File: src/sv/binary_min_heap_queue_defines.svh
// ----------------------------------------------------------------------------
// binary_min_heap_queue_defines.svh
// Assertion macros shared by the heap queue RTL.
// ----------------------------------------------------------------------------
`ifndef BINARY_MIN_HEAP_QUEUE_DEFINES_SVH
`define BINARY_MIN_HEAP_QUEUE_DEFINES_SVH

// Same-cycle implication, disabled while reset is asserted.
`define BMHQ_ASSERT_NOW(label, ante, cons, msg) \
    label: assert property (@(posedge i_clk) disable iff (!i_rst_n) \
        (ante) |-> (cons)) else $error(msg);

// Next-cycle implication, disabled while reset is asserted.
`define BMHQ_ASSERT_NEXT(label, ante, cons, msg) \
    label: assert property (@(posedge i_clk) disable iff (!i_rst_n) \
        (ante) |=> (cons)) else $error(msg);

`endif

File: src/sv/bmhq_pkg.sv
// ----------------------------------------------------------------------------
// bmhq_pkg
// Sizes, key type, codes and the key compare for the heap queue.
// ----------------------------------------------------------------------------
package bmhq_pkg;

    localparam int CAPACITY      = 64;
    localparam int KEY_W         = 32;
    localparam int ADDR_W        = $clog2(CAPACITY);
    localparam int CNT_W         = $clog2(CAPACITY + 1);
    localparam int CHILD_W       = ADDR_W + 2;
    localparam int ENTRY_COUNT_W = 7;

    typedef logic signed [KEY_W-1:0] t_key;
    typedef logic [ADDR_W-1:0]       t_addr;
    typedef logic [CNT_W-1:0]        t_count;

    localparam logic REQ_INSERT = 1'b0;
    localparam logic REQ_REMOVE = 1'b1;

    typedef enum logic [1:0] {
        STATUS_DONE  = 2'd0,
        STATUS_FULL  = 2'd1,
        STATUS_EMPTY = 2'd2
    } t_status;

    // signed strict less-than
    function automatic logic key_less(input t_key a, input t_key b);
        return a < b;
    endfunction

endpackage

File: src/sv/bmhq_if.sv
// ----------------------------------------------------------------------------
// bmhq_if
// Request and response channels of the heap queue (valid/ready).
// ----------------------------------------------------------------------------
interface bmhq_req_if;
    logic               valid;
    logic               ready;
    logic               req_type;
    bmhq_pkg::t_key     insert_value;

    modport source (output valid, output req_type, output insert_value, input ready);
    modport sink   (input valid, input req_type, input insert_value, output ready);
endinterface

interface bmhq_rsp_if;
    logic                                 valid;
    logic                                 ready;
    bmhq_pkg::t_key                       min_value;
    logic                                 queue_empty;
    logic [bmhq_pkg::ENTRY_COUNT_W-1:0]   entry_count;
    logic [1:0]                           status;

    modport source (output valid, output min_value, output queue_empty,
                    output entry_count, output status, input ready);
    modport sink   (input valid, input min_value, input queue_empty,
                    input entry_count, input status, output ready);
endinterface

File: src/sv/binary_min_heap_queue.sv
// ----------------------------------------------------------------------------
// binary_min_heap_queue
// Min-heap priority queue of signed 32-bit keys with insert and remove-min.
// ----------------------------------------------------------------------------
// Each request transaction either inserts a key or removes the smallest one,
// and yields exactly one response transaction with the new minimum (zero when
// empty), the entry count, an empty flag and a status (done, insert rejected
// because full, remove rejected because empty). The keys live in a single
// memory with registered reads, and one sequencer walks the heap a level at a
// time: each level has a read step, which issues the read, and a compare
// step, which compares and writes back. An insert can climb
// log2(CAPACITY) = 6 levels and a remove descend at most 5. Every item
// ends in a step that loads the response register; rejected requests go
// straight from idle to that step. The request side is ready only while
// the sequencer is idle, so a new request is taken only once the sequencer
// has finished the previous one; a finished response waits in its output
// register while the next request is already taken, and the sequencer
// holds in its last step while the previous response has not been taken
// yet.
// No clearing pass is needed after reset: only slots below the count are used.
// ----------------------------------------------------------------------------
`include "binary_min_heap_queue_defines.svh"

module binary_min_heap_queue (
    input  logic          i_clk,
    input  logic          i_rst_n,
    bmhq_req_if.sink      i_req,
    bmhq_rsp_if.source    o_rsp
);

    typedef enum logic [2:0] {
        S_IDLE,
        S_UP_RD,    // insert: issue parent read, or finish at the root
        S_UP_CMP,   // insert: compare key with parent
        S_DN_LAST,  // remove: last entry read data arriving
        S_DN_RD,    // remove: issue both child reads, or finish at a leaf
        S_DN_CMP,   // remove: pick smaller child, compare with key
        S_DONE      // load the response register
    } t_state;

    t_state              r_state, n_state;
    bmhq_pkg::t_key      r_key, n_key;       // key being sifted
    bmhq_pkg::t_addr     r_pos, n_pos;       // hole position
    bmhq_pkg::t_count    r_count, n_count;
    bmhq_pkg::t_status   r_status, n_status;
    bmhq_pkg::t_key      r_root;             // mirror of slot 0

    // heap memory, one write port, two registered read ports
    bmhq_pkg::t_key      r_mem [bmhq_pkg::CAPACITY];
    bmhq_pkg::t_key      r_rd_a, r_rd_b;
    logic                wr_en;
    bmhq_pkg::t_addr     wr_addr, rd_addr_a, rd_addr_b;
    bmhq_pkg::t_key      wr_data;

    // response register
    logic                r_rsp_valid;
    bmhq_pkg::t_key      r_rsp_min;
    logic                r_rsp_empty;
    bmhq_pkg::t_count    r_rsp_count;
    bmhq_pkg::t_status   r_rsp_status;

    logic                req_fire;
    logic                rsp_free;
    bmhq_pkg::t_addr     parent;
    logic [bmhq_pkg::CHILD_W-1:0] left, right, count_ext;
    logic                right_ok;
    logic                pick_right;
    bmhq_pkg::t_key      pick_val;
    bmhq_pkg::t_addr     pick_pos;

    assign i_req.ready = (r_state == S_IDLE);
    assign req_fire    = i_req.valid && i_req.ready;
    assign rsp_free    = !r_rsp_valid || o_rsp.ready;

    // heap index arithmetic
    assign parent    = bmhq_pkg::ADDR_W'((r_pos - 1'b1) >> 1);
    assign left      = bmhq_pkg::CHILD_W'({r_pos, 1'b1});
    assign right     = left + 1'b1;
    assign count_ext = bmhq_pkg::CHILD_W'(r_count);
    assign right_ok  = right < count_ext;

    // left wins ties
    assign pick_right = right_ok && bmhq_pkg::key_less(r_rd_b, r_rd_a);
    assign pick_val   = pick_right ? r_rd_b : r_rd_a;
    assign pick_pos   = pick_right ? right[bmhq_pkg::ADDR_W-1:0]
                                   : left[bmhq_pkg::ADDR_W-1:0];

    // sequencer next state and memory port control
    always_comb begin
        n_state   = r_state;
        n_key     = r_key;
        n_pos     = r_pos;
        n_count   = r_count;
        n_status  = r_status;
        wr_en     = 1'b0;
        wr_addr   = r_pos;
        wr_data   = r_key;
        rd_addr_a = left[bmhq_pkg::ADDR_W-1:0];
        rd_addr_b = right[bmhq_pkg::ADDR_W-1:0];

        unique case (r_state)
            S_IDLE: begin
                if (req_fire) begin
                    n_status = bmhq_pkg::STATUS_DONE;
                    if (i_req.req_type == bmhq_pkg::REQ_INSERT) begin
                        if (r_count >= bmhq_pkg::CNT_W'(bmhq_pkg::CAPACITY)) begin
                            n_status = bmhq_pkg::STATUS_FULL;
                            n_state  = S_DONE;
                        end else begin
                            n_key   = i_req.insert_value;
                            n_pos   = bmhq_pkg::ADDR_W'(r_count);
                            n_count = r_count + 1'b1;
                            n_state = S_UP_RD;
                        end
                    end else begin
                        if (r_count == '0) begin
                            n_status = bmhq_pkg::STATUS_EMPTY;
                            n_state  = S_DONE;
                        end else begin
                            // fetch the last entry; it moves to the root
                            rd_addr_a = bmhq_pkg::ADDR_W'(r_count - 1'b1);
                            n_count   = r_count - 1'b1;
                            n_state   = S_DN_LAST;
                        end
                    end
                end
            end
            S_UP_RD: begin
                if (r_pos == '0) begin
                    wr_en   = 1'b1;
                    n_state = S_DONE;
                end else begin
                    rd_addr_a = parent;
                    n_state   = S_UP_CMP;
                end
            end
            S_UP_CMP: begin
                wr_en = 1'b1;
                if (bmhq_pkg::key_less(r_key, r_rd_a)) begin
                    // parent moves down into the hole
                    wr_data = r_rd_a;
                    n_pos   = parent;
                    n_state = S_UP_RD;
                end else begin
                    n_state = S_DONE;
                end
            end
            S_DN_LAST: begin
                n_key   = r_rd_a;
                n_pos   = '0;
                n_state = S_DN_RD;
            end
            S_DN_RD: begin
                if (left >= count_ext) begin
                    wr_en   = 1'b1;
                    n_state = S_DONE;
                end else begin
                    n_state = S_DN_CMP;
                end
            end
            S_DN_CMP: begin
                wr_en = 1'b1;
                if (bmhq_pkg::key_less(pick_val, r_key)) begin
                    // smaller child moves up into the hole
                    wr_data = pick_val;
                    n_pos   = pick_pos;
                    n_state = S_DN_RD;
                end else begin
                    n_state = S_DONE;
                end
            end
            S_DONE: begin
                if (rsp_free) begin
                    n_state = S_IDLE;
                end
            end
            default: begin
                n_state = S_IDLE;
            end
        endcase
    end

    // heap memory
    always_ff @(posedge i_clk) begin
        if (wr_en) begin
            r_mem[wr_addr] <= wr_data;
        end
        r_rd_a <= r_mem[rd_addr_a];
        r_rd_b <= r_mem[rd_addr_b];
    end

    // state and registered outputs
    always_ff @(posedge i_clk) begin
        if (!i_rst_n) begin
            r_state     <= S_IDLE;
            r_count     <= '0;
            r_status    <= bmhq_pkg::STATUS_DONE;
            r_rsp_valid <= 1'b0;
        end else begin
            r_state  <= n_state;
            r_count  <= n_count;
            r_status <= n_status;
            if (r_state == S_DONE && rsp_free) begin
                r_rsp_valid <= 1'b1;
            end else if (o_rsp.ready) begin
                r_rsp_valid <= 1'b0;
            end
        end
        // payload, no reset
        r_key <= n_key;
        r_pos <= n_pos;
        if (wr_en && wr_addr == '0) begin
            r_root <= wr_data;
        end
        if (r_state == S_DONE && rsp_free) begin
            r_rsp_min    <= (r_count == '0) ? '0 : r_root;
            r_rsp_empty  <= (r_count == '0);
            r_rsp_count  <= r_count;
            r_rsp_status <= r_status;
        end
    end

    assign o_rsp.valid       = r_rsp_valid;
    assign o_rsp.min_value   = r_rsp_min;
    assign o_rsp.queue_empty = r_rsp_empty;
    assign o_rsp.entry_count = bmhq_pkg::ENTRY_COUNT_W'(r_rsp_count);
    assign o_rsp.status      = r_rsp_status;

    // ------------------------------------------------------------------------
    // assertions
    // ------------------------------------------------------------------------
    `BMHQ_ASSERT_NOW(a_count_max, 1'b1,
        r_count <= bmhq_pkg::CNT_W'(bmhq_pkg::CAPACITY), "count above capacity")
    `BMHQ_ASSERT_NEXT(a_insert_count,
        req_fire && i_req.req_type == bmhq_pkg::REQ_INSERT &&
        r_count < bmhq_pkg::CNT_W'(bmhq_pkg::CAPACITY),
        r_count == $past(r_count) + 1'b1, "accepted insert did not grow count")
    `BMHQ_ASSERT_NOW(a_hole_in_range,
        r_state == S_UP_RD || r_state == S_UP_CMP,
        bmhq_pkg::CNT_W'(r_pos) < r_count, "sift position outside heap")
    `BMHQ_ASSERT_NOW(a_empty_flag, r_rsp_valid,
        r_rsp_empty == (r_rsp_count == '0), "empty flag disagrees with count")
    `BMHQ_ASSERT_NOW(a_empty_min, r_rsp_valid && r_rsp_empty,
        r_rsp_min == '0, "empty response with nonzero minimum")

endmodule
File: src/flat_wrapper.sv
// flat-port wrapper written by rule: the top's interface ports become plain ports
module binary_min_heap_queue_flat 
  (i_clk, i_rst_n, i_req_valid, i_req_req_type, i_req_insert_value, i_req_ready, o_rsp_valid, o_rsp_min_value, o_rsp_queue_empty, o_rsp_entry_count, o_rsp_status, o_rsp_ready);
  bmhq_req_if i_req_i ();
  bmhq_rsp_if o_rsp_i ();
  input  logic i_clk;
  input  logic i_rst_n;
  input wire logic [$bits(i_req_i.valid)-1:0] i_req_valid;
  input wire logic [$bits(i_req_i.req_type)-1:0] i_req_req_type;
  input wire logic [$bits(i_req_i.insert_value)-1:0] i_req_insert_value;
  output wire logic [$bits(i_req_i.ready)-1:0] i_req_ready;
  output wire logic [$bits(o_rsp_i.valid)-1:0] o_rsp_valid;
  output wire logic [$bits(o_rsp_i.min_value)-1:0] o_rsp_min_value;
  output wire logic [$bits(o_rsp_i.queue_empty)-1:0] o_rsp_queue_empty;
  output wire logic [$bits(o_rsp_i.entry_count)-1:0] o_rsp_entry_count;
  output wire logic [$bits(o_rsp_i.status)-1:0] o_rsp_status;
  input wire logic [$bits(o_rsp_i.ready)-1:0] o_rsp_ready;
  assign i_req_i.valid = i_req_valid;
  assign i_req_i.req_type = i_req_req_type;
  assign i_req_i.insert_value = i_req_insert_value;
  assign i_req_ready = i_req_i.ready;
  assign o_rsp_valid = o_rsp_i.valid;
  assign o_rsp_min_value = o_rsp_i.min_value;
  assign o_rsp_queue_empty = o_rsp_i.queue_empty;
  assign o_rsp_entry_count = o_rsp_i.entry_count;
  assign o_rsp_status = o_rsp_i.status;
  assign o_rsp_i.ready = o_rsp_ready;
  binary_min_heap_queue u_core (.i_clk(i_clk), .i_rst_n(i_rst_n), .i_req(i_req_i), .o_rsp(o_rsp_i));
endmodule
File: config.mk
export PLATFORM = sky130hd
export DESIGN_NAME = binary_min_heap_queue_flat
export DESIGN_NICKNAME = d
export VERILOG_FILES = /design/src/sv/bmhq_pkg.sv /design/src/sv/bmhq_if.sv /design/src/sv/binary_min_heap_queue.sv /design/src/flat_wrapper.sv
export VERILOG_INCLUDE_DIRS = /design/src /design/src/sv
export SDC_FILE = /design/constraint.sdc
export NUM_CORES = 2
export LEC_CHECK = 0
export BUFFER_PORTS_ARGS = -buffer_cell sky130_fd_sc_hd__buf_2
export CORE_MARGIN = 3
export CORE_UTILIZATION = 45
export CTS_CLUSTER_SIZE = 10
export DETAILED_ROUTE_END_ITERATION = 8
export PLACE_DENSITY = 0.56
export SLEW_MARGIN = 40
export SYNTH_ARGS = -nofsm -noshare
export SYNTH_HDL_FRONTEND = slang
export SYNTH_SLANG_ARGS = --single-unit
File: constraint.sdc
create_clock -name i_clk -period 14.2 [get_ports i_clk]
set_input_delay 1.42 -clock i_clk [delete_from_list [all_inputs] [get_ports i_clk]]
set_output_delay 1.42 -clock i_clk [all_outputs]
set_load 0.02 [all_outputs]
## Word-level counts from Yosys, hierarchy flattened

Memory sizes are Yosys's and may differ from the RTL's. A register that Yosys moved wholly into a read port is not among the register bits.
Index checks and enable logic that the tools add are counted.

| cells by class | value |
|---|---|
| add/subtract/negate cells | 4 |
| magnitude comparators | 6 |
| eq/ne operators | 14 |
| multiplexer cells | 43 |
| reductions and logical operators | 18 |

Operators by type and width:

| cell | number |
|---|---|
| 32-bit two-way mux | 6 |
| 32-bit one-hot mux with 2 select lines | 2 |
| 32-bit < comparator | 3 |
| 6-bit two-way mux | 10 |
| 6-bit one-hot mux with 4 select lines | 1 |
| 3-bit two-way mux | 7 |
| 7-bit two-way mux | 3 |
| 3-bit one-hot mux with 7 select lines | 1 |
| 6-bit one-hot mux with 2 select lines | 1 |
| 2-bit inequality test (second input constant) | 5 |
| 3-bit equality test (second input constant) | 3 |
| 7-bit by 1-bit adder with 8-bit output (second input constant) | 1 |
| 8-bit by 7-bit < comparator with 1-bit output | 1 |
| 2-bit two-way mux | 4 |
| 4-bit AND reduction | 2 |
| 7-bit by 1-bit adder with 7-bit output (second input constant) | 1 |
| 7-bit >= comparator | 1 |
| 7-bit >= comparator (second input constant) | 1 |
| 7-bit zero test | 1 |
| 1-bit two-way mux | 7 |
| 7-bit by 1-bit subtractor with 7-bit output (second input constant) | 1 |
| 3-bit by 2-bit equality test with 1-bit output (second input constant) | 2 |
| 6-bit zero test | 1 |
| 2-bit by 1-bit inequality test with 1-bit output (second input constant) | 3 |
| other kinds (12) | 17 |

| word-level totals | value |
|---|---|
| bits in registers | 125 |
| bits in writable memories | 2048 |
| bits of input ports | 37 |
| output and inout bits | 44 |
| logic and storage cells | 97 |
| memories kept | 1 |

Memory list:

| memory | depth | bits a word | read ports | clocked after memory_dff | write ports | RTL line | text |
|---|---|---|---|---|---|---|---|
| u_core.r_mem | 64 | 32 | 2 | 2 | 1 | binary_min_heap_queue.sv:49 | `bmhq_pkg::t_key r_mem [bmhq_pkg::CAPACITY];` |

## Depth between registers and ports, before layout

| logic depth | value |
|---|---|
| depth in word-level cells | 7 |
| depth in mapped cells | 28 |
| depth with buffers taken out | 22 |

## Worst setup path after synthesis

Ideal clock, no wire load.

| path | value |
|---|---|
| path kind | reg-to-reg |
| start point | reg u_core.r_pos[0] |
| end point | mem u_core.r_mem[0][10] (netlist bit), data pin |
| setup time | 369 ps |
| arrival time | 7380 ps |
| required time | 13831 ps |
| path slack | 6452 ps |
| stages on the path, launching flop included | 29 |
| buffers on the path | 8 |
| cell sequence | edfxtp_1 -> clkbuf_1 -> clkbuf_1 -> clkbuf_1 -> buf_1 -> clkbuf_1 -> and3_1 -> nand3_1 -> xnor2_1 -> ha_1 -> nand2_1 -> a21oi_1 -> nor2_1 -> o211ai_1 -> and2_1 -> clkbuf_1 -> buf_1 -> mux2_2 -> ha_1 -> nand4_1 -> nor3_1 -> nand3_1 -> or4_1 -> nand2b_1 -> mux2_2 -> o21a_1 -> nor2b_1 -> clkbuf_1 -> a221o_1 |

| between the ends | value |
|---|---|
| longest elaborated chain between the ends | 7 |

Ends and longest elaborated chain:

| item | RTL line | text |
|---|---|---|
| start: declaration | binary_min_heap_queue.sv:43 | `bmhq_pkg::t_addr r_pos, n_pos;` |
| start signal: assignment | binary_min_heap_queue.sv:211 | `r_pos <= n_pos;` |
| 7-bit by 1-bit adder with 8-bit output * | binary_min_heap_queue.sv:78 | `assign right = left + 1'b1;` |
| 8-bit by 7-bit < comparator with 1-bit output * | binary_min_heap_queue.sv:80 | `assign right_ok = right < count_ext;` |
| 1-bit logical AND * | binary_min_heap_queue.sv:83 | `assign pick_right = right_ok && bmhq_pkg::key_less(r_rd_b, r_rd_a);` |
| 32-bit two-way mux * | binary_min_heap_queue.sv:84 | `assign pick_val = pick_right ? r_rd_b : r_rd_a;` |
| 32-bit < comparator | bmhq_pkg.sv:29 | `return a < b;` |
| 32-bit two-way mux * | binary_min_heap_queue.sv:163 | `if (bmhq_pkg::key_less(pick_val, r_key)) begin` |
| 32-bit one-hot mux with 2 select lines * | binary_min_heap_queue.sv:101 | `unique case (r_state)` |
| named net u_core.wr_data[10] | binary_min_heap_queue.sv:53 | `bmhq_pkg::t_key wr_data;` |
| end: declaration | binary_min_heap_queue.sv:49 |  |

Mark *: on every way through the listed nets, which the timed path passes. The rest lies on a longest branch.

## Worst setup path in the final report

| path | value |
|---|---|
| start point | reg u_core.r_pos[1] |
| end point | mem u_core.r_mem[45][3] (netlist bit), data pin |

The elaborated chain is that of the path after synthesis.

==> impl_summary.log <==
[metrics] result of the run: complete, no violations
[metrics] critical-path cell list: ha_1 -> nand3_1 -> xor2_4 -> buf_4 -> inv_4 -> ha_1 -> nand2_1 -> a21oi_1 -> nor2_1 -> o211ai_1 -> and2_2 -> mux2_2 -> ha_1 -> nand4_1 -> nor3_1 -> nand3_1 -> or4_1 -> nand2b_1 -> mux2_2 -> o21a_2 -> nor2b_2 -> buf_4 -> a221o_2 -> buf_4
[metrics] fraction of layout cells with a size suffix above 1: between 15 and 20%
[metrics] commonest cells in the netlist: 2160 x sky130_fd_sc_hd__edfxtp_1, 1702 x sky130_fd_sc_hd__nand2_1, 373 x sky130_fd_sc_hd__nand3_1, 320 x sky130_fd_sc_hd__mux4_2, 244 x sky130_fd_sc_hd__clkbuf_1
[metrics] PortBufs: 80
[metrics] worst hold slack across all endpoints: 439 ps
[metrics] clock-pin slew on the worst setup and hold paths: around 60 ps
[metrics] initial core utilization: 45.4%
[metrics] Crit Path Max Fanout: 34
[metrics] final estimated routing congestion in global placement: 0.966
[metrics] HPWL after DPL: 217000 um
[metrics] total die area: around 220000 um^2
[metrics] Total GRT Usage: 33.0%
[metrics] total negative setup slack: 0 ps
[metrics] capturing point of the worst reg2reg path: u_core.r_mem[45][3]
[metrics] post-CTS sizing: 0
[metrics] via total after detailed routing: 66503
[metrics] IR Drop Worst-Case VDD: 0.000293 V
[metrics] number of instances in the synthesized netlist: 6963
[metrics] sequential share of the synthesized area: 67.9%
[metrics] worst slew margin relative to its limit: a little under two fifths
[metrics] end point of the critical path: u_core.r_mem[45][3]
[metrics] clock buffer depth: 4
[metrics] area of the mapped netlist: 97900 um^2
[metrics] synthesized area per cell: between 10 and 15 um^2
[metrics] setup slack of the most critical reg-to-reg path: between 5000 and 6000 ps
[metrics] remaining antenna violation count: 0
[metrics] Tmin final: between 9000 and 10000 ps
[metrics] Crit path max-delay family: simple AND/OR/NAND/NOR gates
[metrics] Final Instance Area: 111000 um^2
[metrics] count of flip-flops with a built-in enable after synthesis: between 2000 and 2500
[metrics] most repeated cell in the gate-level netlist after synthesis: sky130_fd_sc_hd__edfxtp_1
[metrics] post-place instance area: 103000 um^2
[metrics] post-detailed-routing wire length: 374000 um
[metrics] number of top-level pins: just over 80
[metrics] power density over the cells: 273 nW/um^2
[metrics] signal arrival time at the worst endpoint: 9790 ps
[metrics] syn nets: between 7000 and 8000
[metrics] first-pass GRT wire length: 510000 um
[metrics] Max stage delay cell, worst path: sky130_fd_sc_hd__and2_2
[metrics] clock latency reported for the late side of the worst-skew pair: 940 ps
[metrics] share of the synthesized area in the top cell type: about two thirds
[metrics] Final Hold Vio Count: 0
[metrics] global-route congestion overflow total: 0
[metrics] Synth-to-Final Area Change: 13.6%
[metrics] global routing met1 resource utilization: a little under half
[metrics] period utilisation layout: 63.8%
[metrics] RR Startpoint: u_core.r_pos[1]
[metrics] number of distinct library cell variants in the gate-level netlist after synthesis: 74
[metrics] residual DRC count: 0
[metrics] # fillers: 17941
[metrics] GRT busiest layer: met2
[metrics] TritonCTS clock tree: built
[metrics] final setup violation count: 0
[metrics] classification of the worst-slack hold path: reg2reg
[metrics] via count of the first global-routing pass: 62450
[metrics] clock tree root buffer cell: sky130_fd_sc_hd__clkbuf_16
[metrics] Post-CTS Setup Inserts: 0
[metrics] static leakage power: around 38 nW
[metrics] post-detailed-route via-to-cell ratio: roughly 6.6
[metrics] nature of the critical path endpoint: flip-flop
[metrics] Yosys warning count: 0
[metrics] number of DRC markers in iteration 0: 10675
[metrics] FMAX: 0.110 GHz
[metrics] overall power consumption: 30.3 mW
[metrics] number of buffers created by CTS: 279
[metrics] depth of the CTS H-tree: 5
[metrics] share of synthesized registers carrying an async set or reset: 0%
[metrics] data required time at the worst endpoint: 14920 ps
[metrics] timing startpoint of the critical path: u_core.r_pos[1]
[metrics] 1st-pass router iterations: 8
[metrics] WP buf/inv: 4
[metrics] fraction of met2 tracks used by global routing: approximately half
[metrics] actual transition at the worst max-transition pin: 940 ps
[metrics] max-slew violation total from the final report: 0
[metrics] most used flip-flop cell after synthesis: sky130_fd_sc_hd__edfxtp_1
[metrics] Max-Cap Viols: 0
[metrics] worst reg2reg path depth: 24
[metrics] RSZ-0062 raised after global routing: false
[metrics] grt met3 use: 8.15%
[metrics] post-synth top area cell: sky130_fd_sc_hd__edfxtp_1
[metrics] Fin Clk Skew: 58.0 ps
[metrics] critical path type: reg2reg
[metrics] count of standard-cell rows: 170
[metrics] count of clock tree sinks: about 2200
[metrics] largest net degree at the start of global routing: 119
[metrics] area of the placeable core: 215000 um^2
[metrics] Chip Height: ~470 um
[metrics] number of antenna violations at the first check in global routing: 28
[metrics] share of the core filled with cells: 51.6%
[metrics] width of the die: about 470 um
[metrics] number of synthesized register bits: 2237
[metrics] number of hold-repair buffers added at the cts stage: 0
[metrics] cells taking the most area after synthesis: sky130_fd_sc_hd__edfxtp_1 66%, sky130_fd_sc_hd__mux4_2 7.4%, sky130_fd_sc_hd__nand2_1 6.5%, sky130_fd_sc_hd__mux2i_1 2.4%, sky130_fd_sc_hd__nand3_1 1.9%
[metrics] net count reported at finish: 7246
[metrics] CP Depth: 24
[metrics] largest stage delay on the critical path: 820 ps
[metrics] WL/cell: 37.2 um
[metrics] Setup crit start kind: flip-flop
final cells by class:
| cell class | instances | area [um^2] | share of cell area, % |
|---|---|---|---|
| antenna | 13 | 32.5 | 0.0293 |
| tap | 2838 | 3550 | 3.20 |
| timing repair buffer | 330 | 3000 | 2.70 |
| clock inverter | 16 | 91.3 | 0.0822 |
| inverter | 85 | 322 | 0.289 |
| sequential | 2237 | 66400 | 59.8 |
| clock buffer | 352 | 7470 | 6.72 |
| multi-input combinational | 4167 | 30300 | 27.2 |
cell families after synthesis:
| kind of cell | count (synthesis) | share of synthesized area (%) |
|---|---|---|
| XOR/XNOR | 16 | 0.143 |
| buffers and inverters | 559 | 2.45 |
| flip-flops | 2237 | 67.9 |
| adder cells (fa/ha/maj) | 109 | 1.39 |
| multiplexers | 582 | 10.1 |
| AND/OR/NAND/NOR | 2672 | 11.9 |
| AO/OA/AOI/OAI | 788 | 6.13 |
state kept, by name, indices dropped and copies added (netlist names):
| register | cells |
|---|---|
| u_core.r_status | 2 |
| u_core.o_rsp.min_value | 32 |
| u_core.r_key | 32 |
| u_core.o_rsp.valid | 1 |
| u_core.r_mem | 2048 |
| u_core.r_state | 3 |
| u_core.r_rd_b | 32 |
| u_core.o_rsp.queue_empty | 1 |
| u_core.o_rsp.entry_count | 7 |
| u_core.o_rsp.status | 2 |
| u_core.r_rd_a | 32 |
| u_core.r_root | 32 |
| u_core.r_pos | 6 |
| u_core.r_count | 7 |
worst register-to-register path, stage by stage, from the launching register on:
cell	delay, ps
sky130_fd_sc_hd__edfxtp_1	740
sky130_fd_sc_hd__ha_1	390
sky130_fd_sc_hd__nand3_1	230
sky130_fd_sc_hd__xor2_4	190
sky130_fd_sc_hd__buf_4	500
sky130_fd_sc_hd__inv_4	370
sky130_fd_sc_hd__ha_1	410
sky130_fd_sc_hd__nand2_1	50
sky130_fd_sc_hd__a21oi_1	220
sky130_fd_sc_hd__nor2_1	130
sky130_fd_sc_hd__o211ai_1	160
sky130_fd_sc_hd__and2_2	820
sky130_fd_sc_hd__mux2_2	450
sky130_fd_sc_hd__ha_1	290
sky130_fd_sc_hd__nand4_1	150
sky130_fd_sc_hd__nor3_1	590
sky130_fd_sc_hd__nand3_1	260
sky130_fd_sc_hd__or4_1	620
sky130_fd_sc_hd__nand2b_1	110
sky130_fd_sc_hd__mux2_2	150
sky130_fd_sc_hd__o21a_2	130
sky130_fd_sc_hd__nor2b_2	130
sky130_fd_sc_hd__buf_4	470
sky130_fd_sc_hd__a221o_2	810
sky130_fd_sc_hd__buf_4	470
how the worst min path moves through the flow:
stage / start / slack [ps] / to / cells after the start
after floorplan: u_core.r_count[2] / 410 / u_core.o_rsp.entry_count[2] / 0
after global placement: u_core.r_status[0] / 420 / u_core.o_rsp.status[0] / 0
after detailed placement: u_core.r_status[0] / 430 / u_core.o_rsp.status[0] / 0
after CTS: u_core.r_status[0] / 440 / u_core.o_rsp.status[0] / 0
after global routing: u_core.r_status[1] / 450 / u_core.o_rsp.status[1] / 0
final: u_core.r_status[0] / 440 / u_core.o_rsp.status[0] / 0
power breakdown:
| part | switching, mW | leakage (nW) | total (mW) | internal [mW] |
|---|---|---|---|---|
| clock network | 2.59 | 3.68 | 6.22 | 3.63 |
| logic | 10.6 | 14.2 | 15.2 | 4.55 |
| registers | 0.237 | 20.1 | 8.94 | 8.70 |
layer usage:
layer  vias up  routed length (um)  part of all wire (%)
li1      26972                   -                     -
met1     34095              145000                    39
met2      4609              162000                    43
met3       819               46300                    12
met4         8               19700                   5.3
met5         -                  50                 0.013
per-stage QoR:
stage               setup slack [ps]  cells
global placement                5300   9614
CTS                             5320  10024
detailed placement              5350   9656
floorplan                       6450   6963
global route                    4890  10026
finish                          5130  10038
placed cells by master (no fill, tap or decap), types with 49 or more instances in the layout:
master                      instances
sky130_fd_sc_hd__mux4_2           320
sky130_fd_sc_hd__nand3_1          371
sky130_fd_sc_hd__buf_2             80
sky130_fd_sc_hd__nand2_1         1698
sky130_fd_sc_hd__inv_1             83
sky130_fd_sc_hd__a32oi_1          132
sky130_fd_sc_hd__nand4_1          112
sky130_fd_sc_hd__o21ai_0           67
sky130_fd_sc_hd__nor3_1            49
sky130_fd_sc_hd__and2_1            57
sky130_fd_sc_hd__mux2i_1          230
sky130_fd_sc_hd__edfxtp_1        2160
sky130_fd_sc_hd__a211oi_1         108
sky130_fd_sc_hd__a32o_1            62
sky130_fd_sc_hd__a21oi_1           51
sky130_fd_sc_hd__and3_1            97
sky130_fd_sc_hd__o211ai_1          74
sky130_fd_sc_hd__nor2_4            74
sky130_fd_sc_hd__dfxtp_1           77
sky130_fd_sc_hd__a31oi_1          130
sky130_fd_sc_hd__clkbuf_16        287
sky130_fd_sc_hd__ha_1             108
sky130_fd_sc_hd__buf_4            177
sky130_fd_sc_hd__clkbuf_1          61
Note: power is estimated with default switching activity, not from simulation.
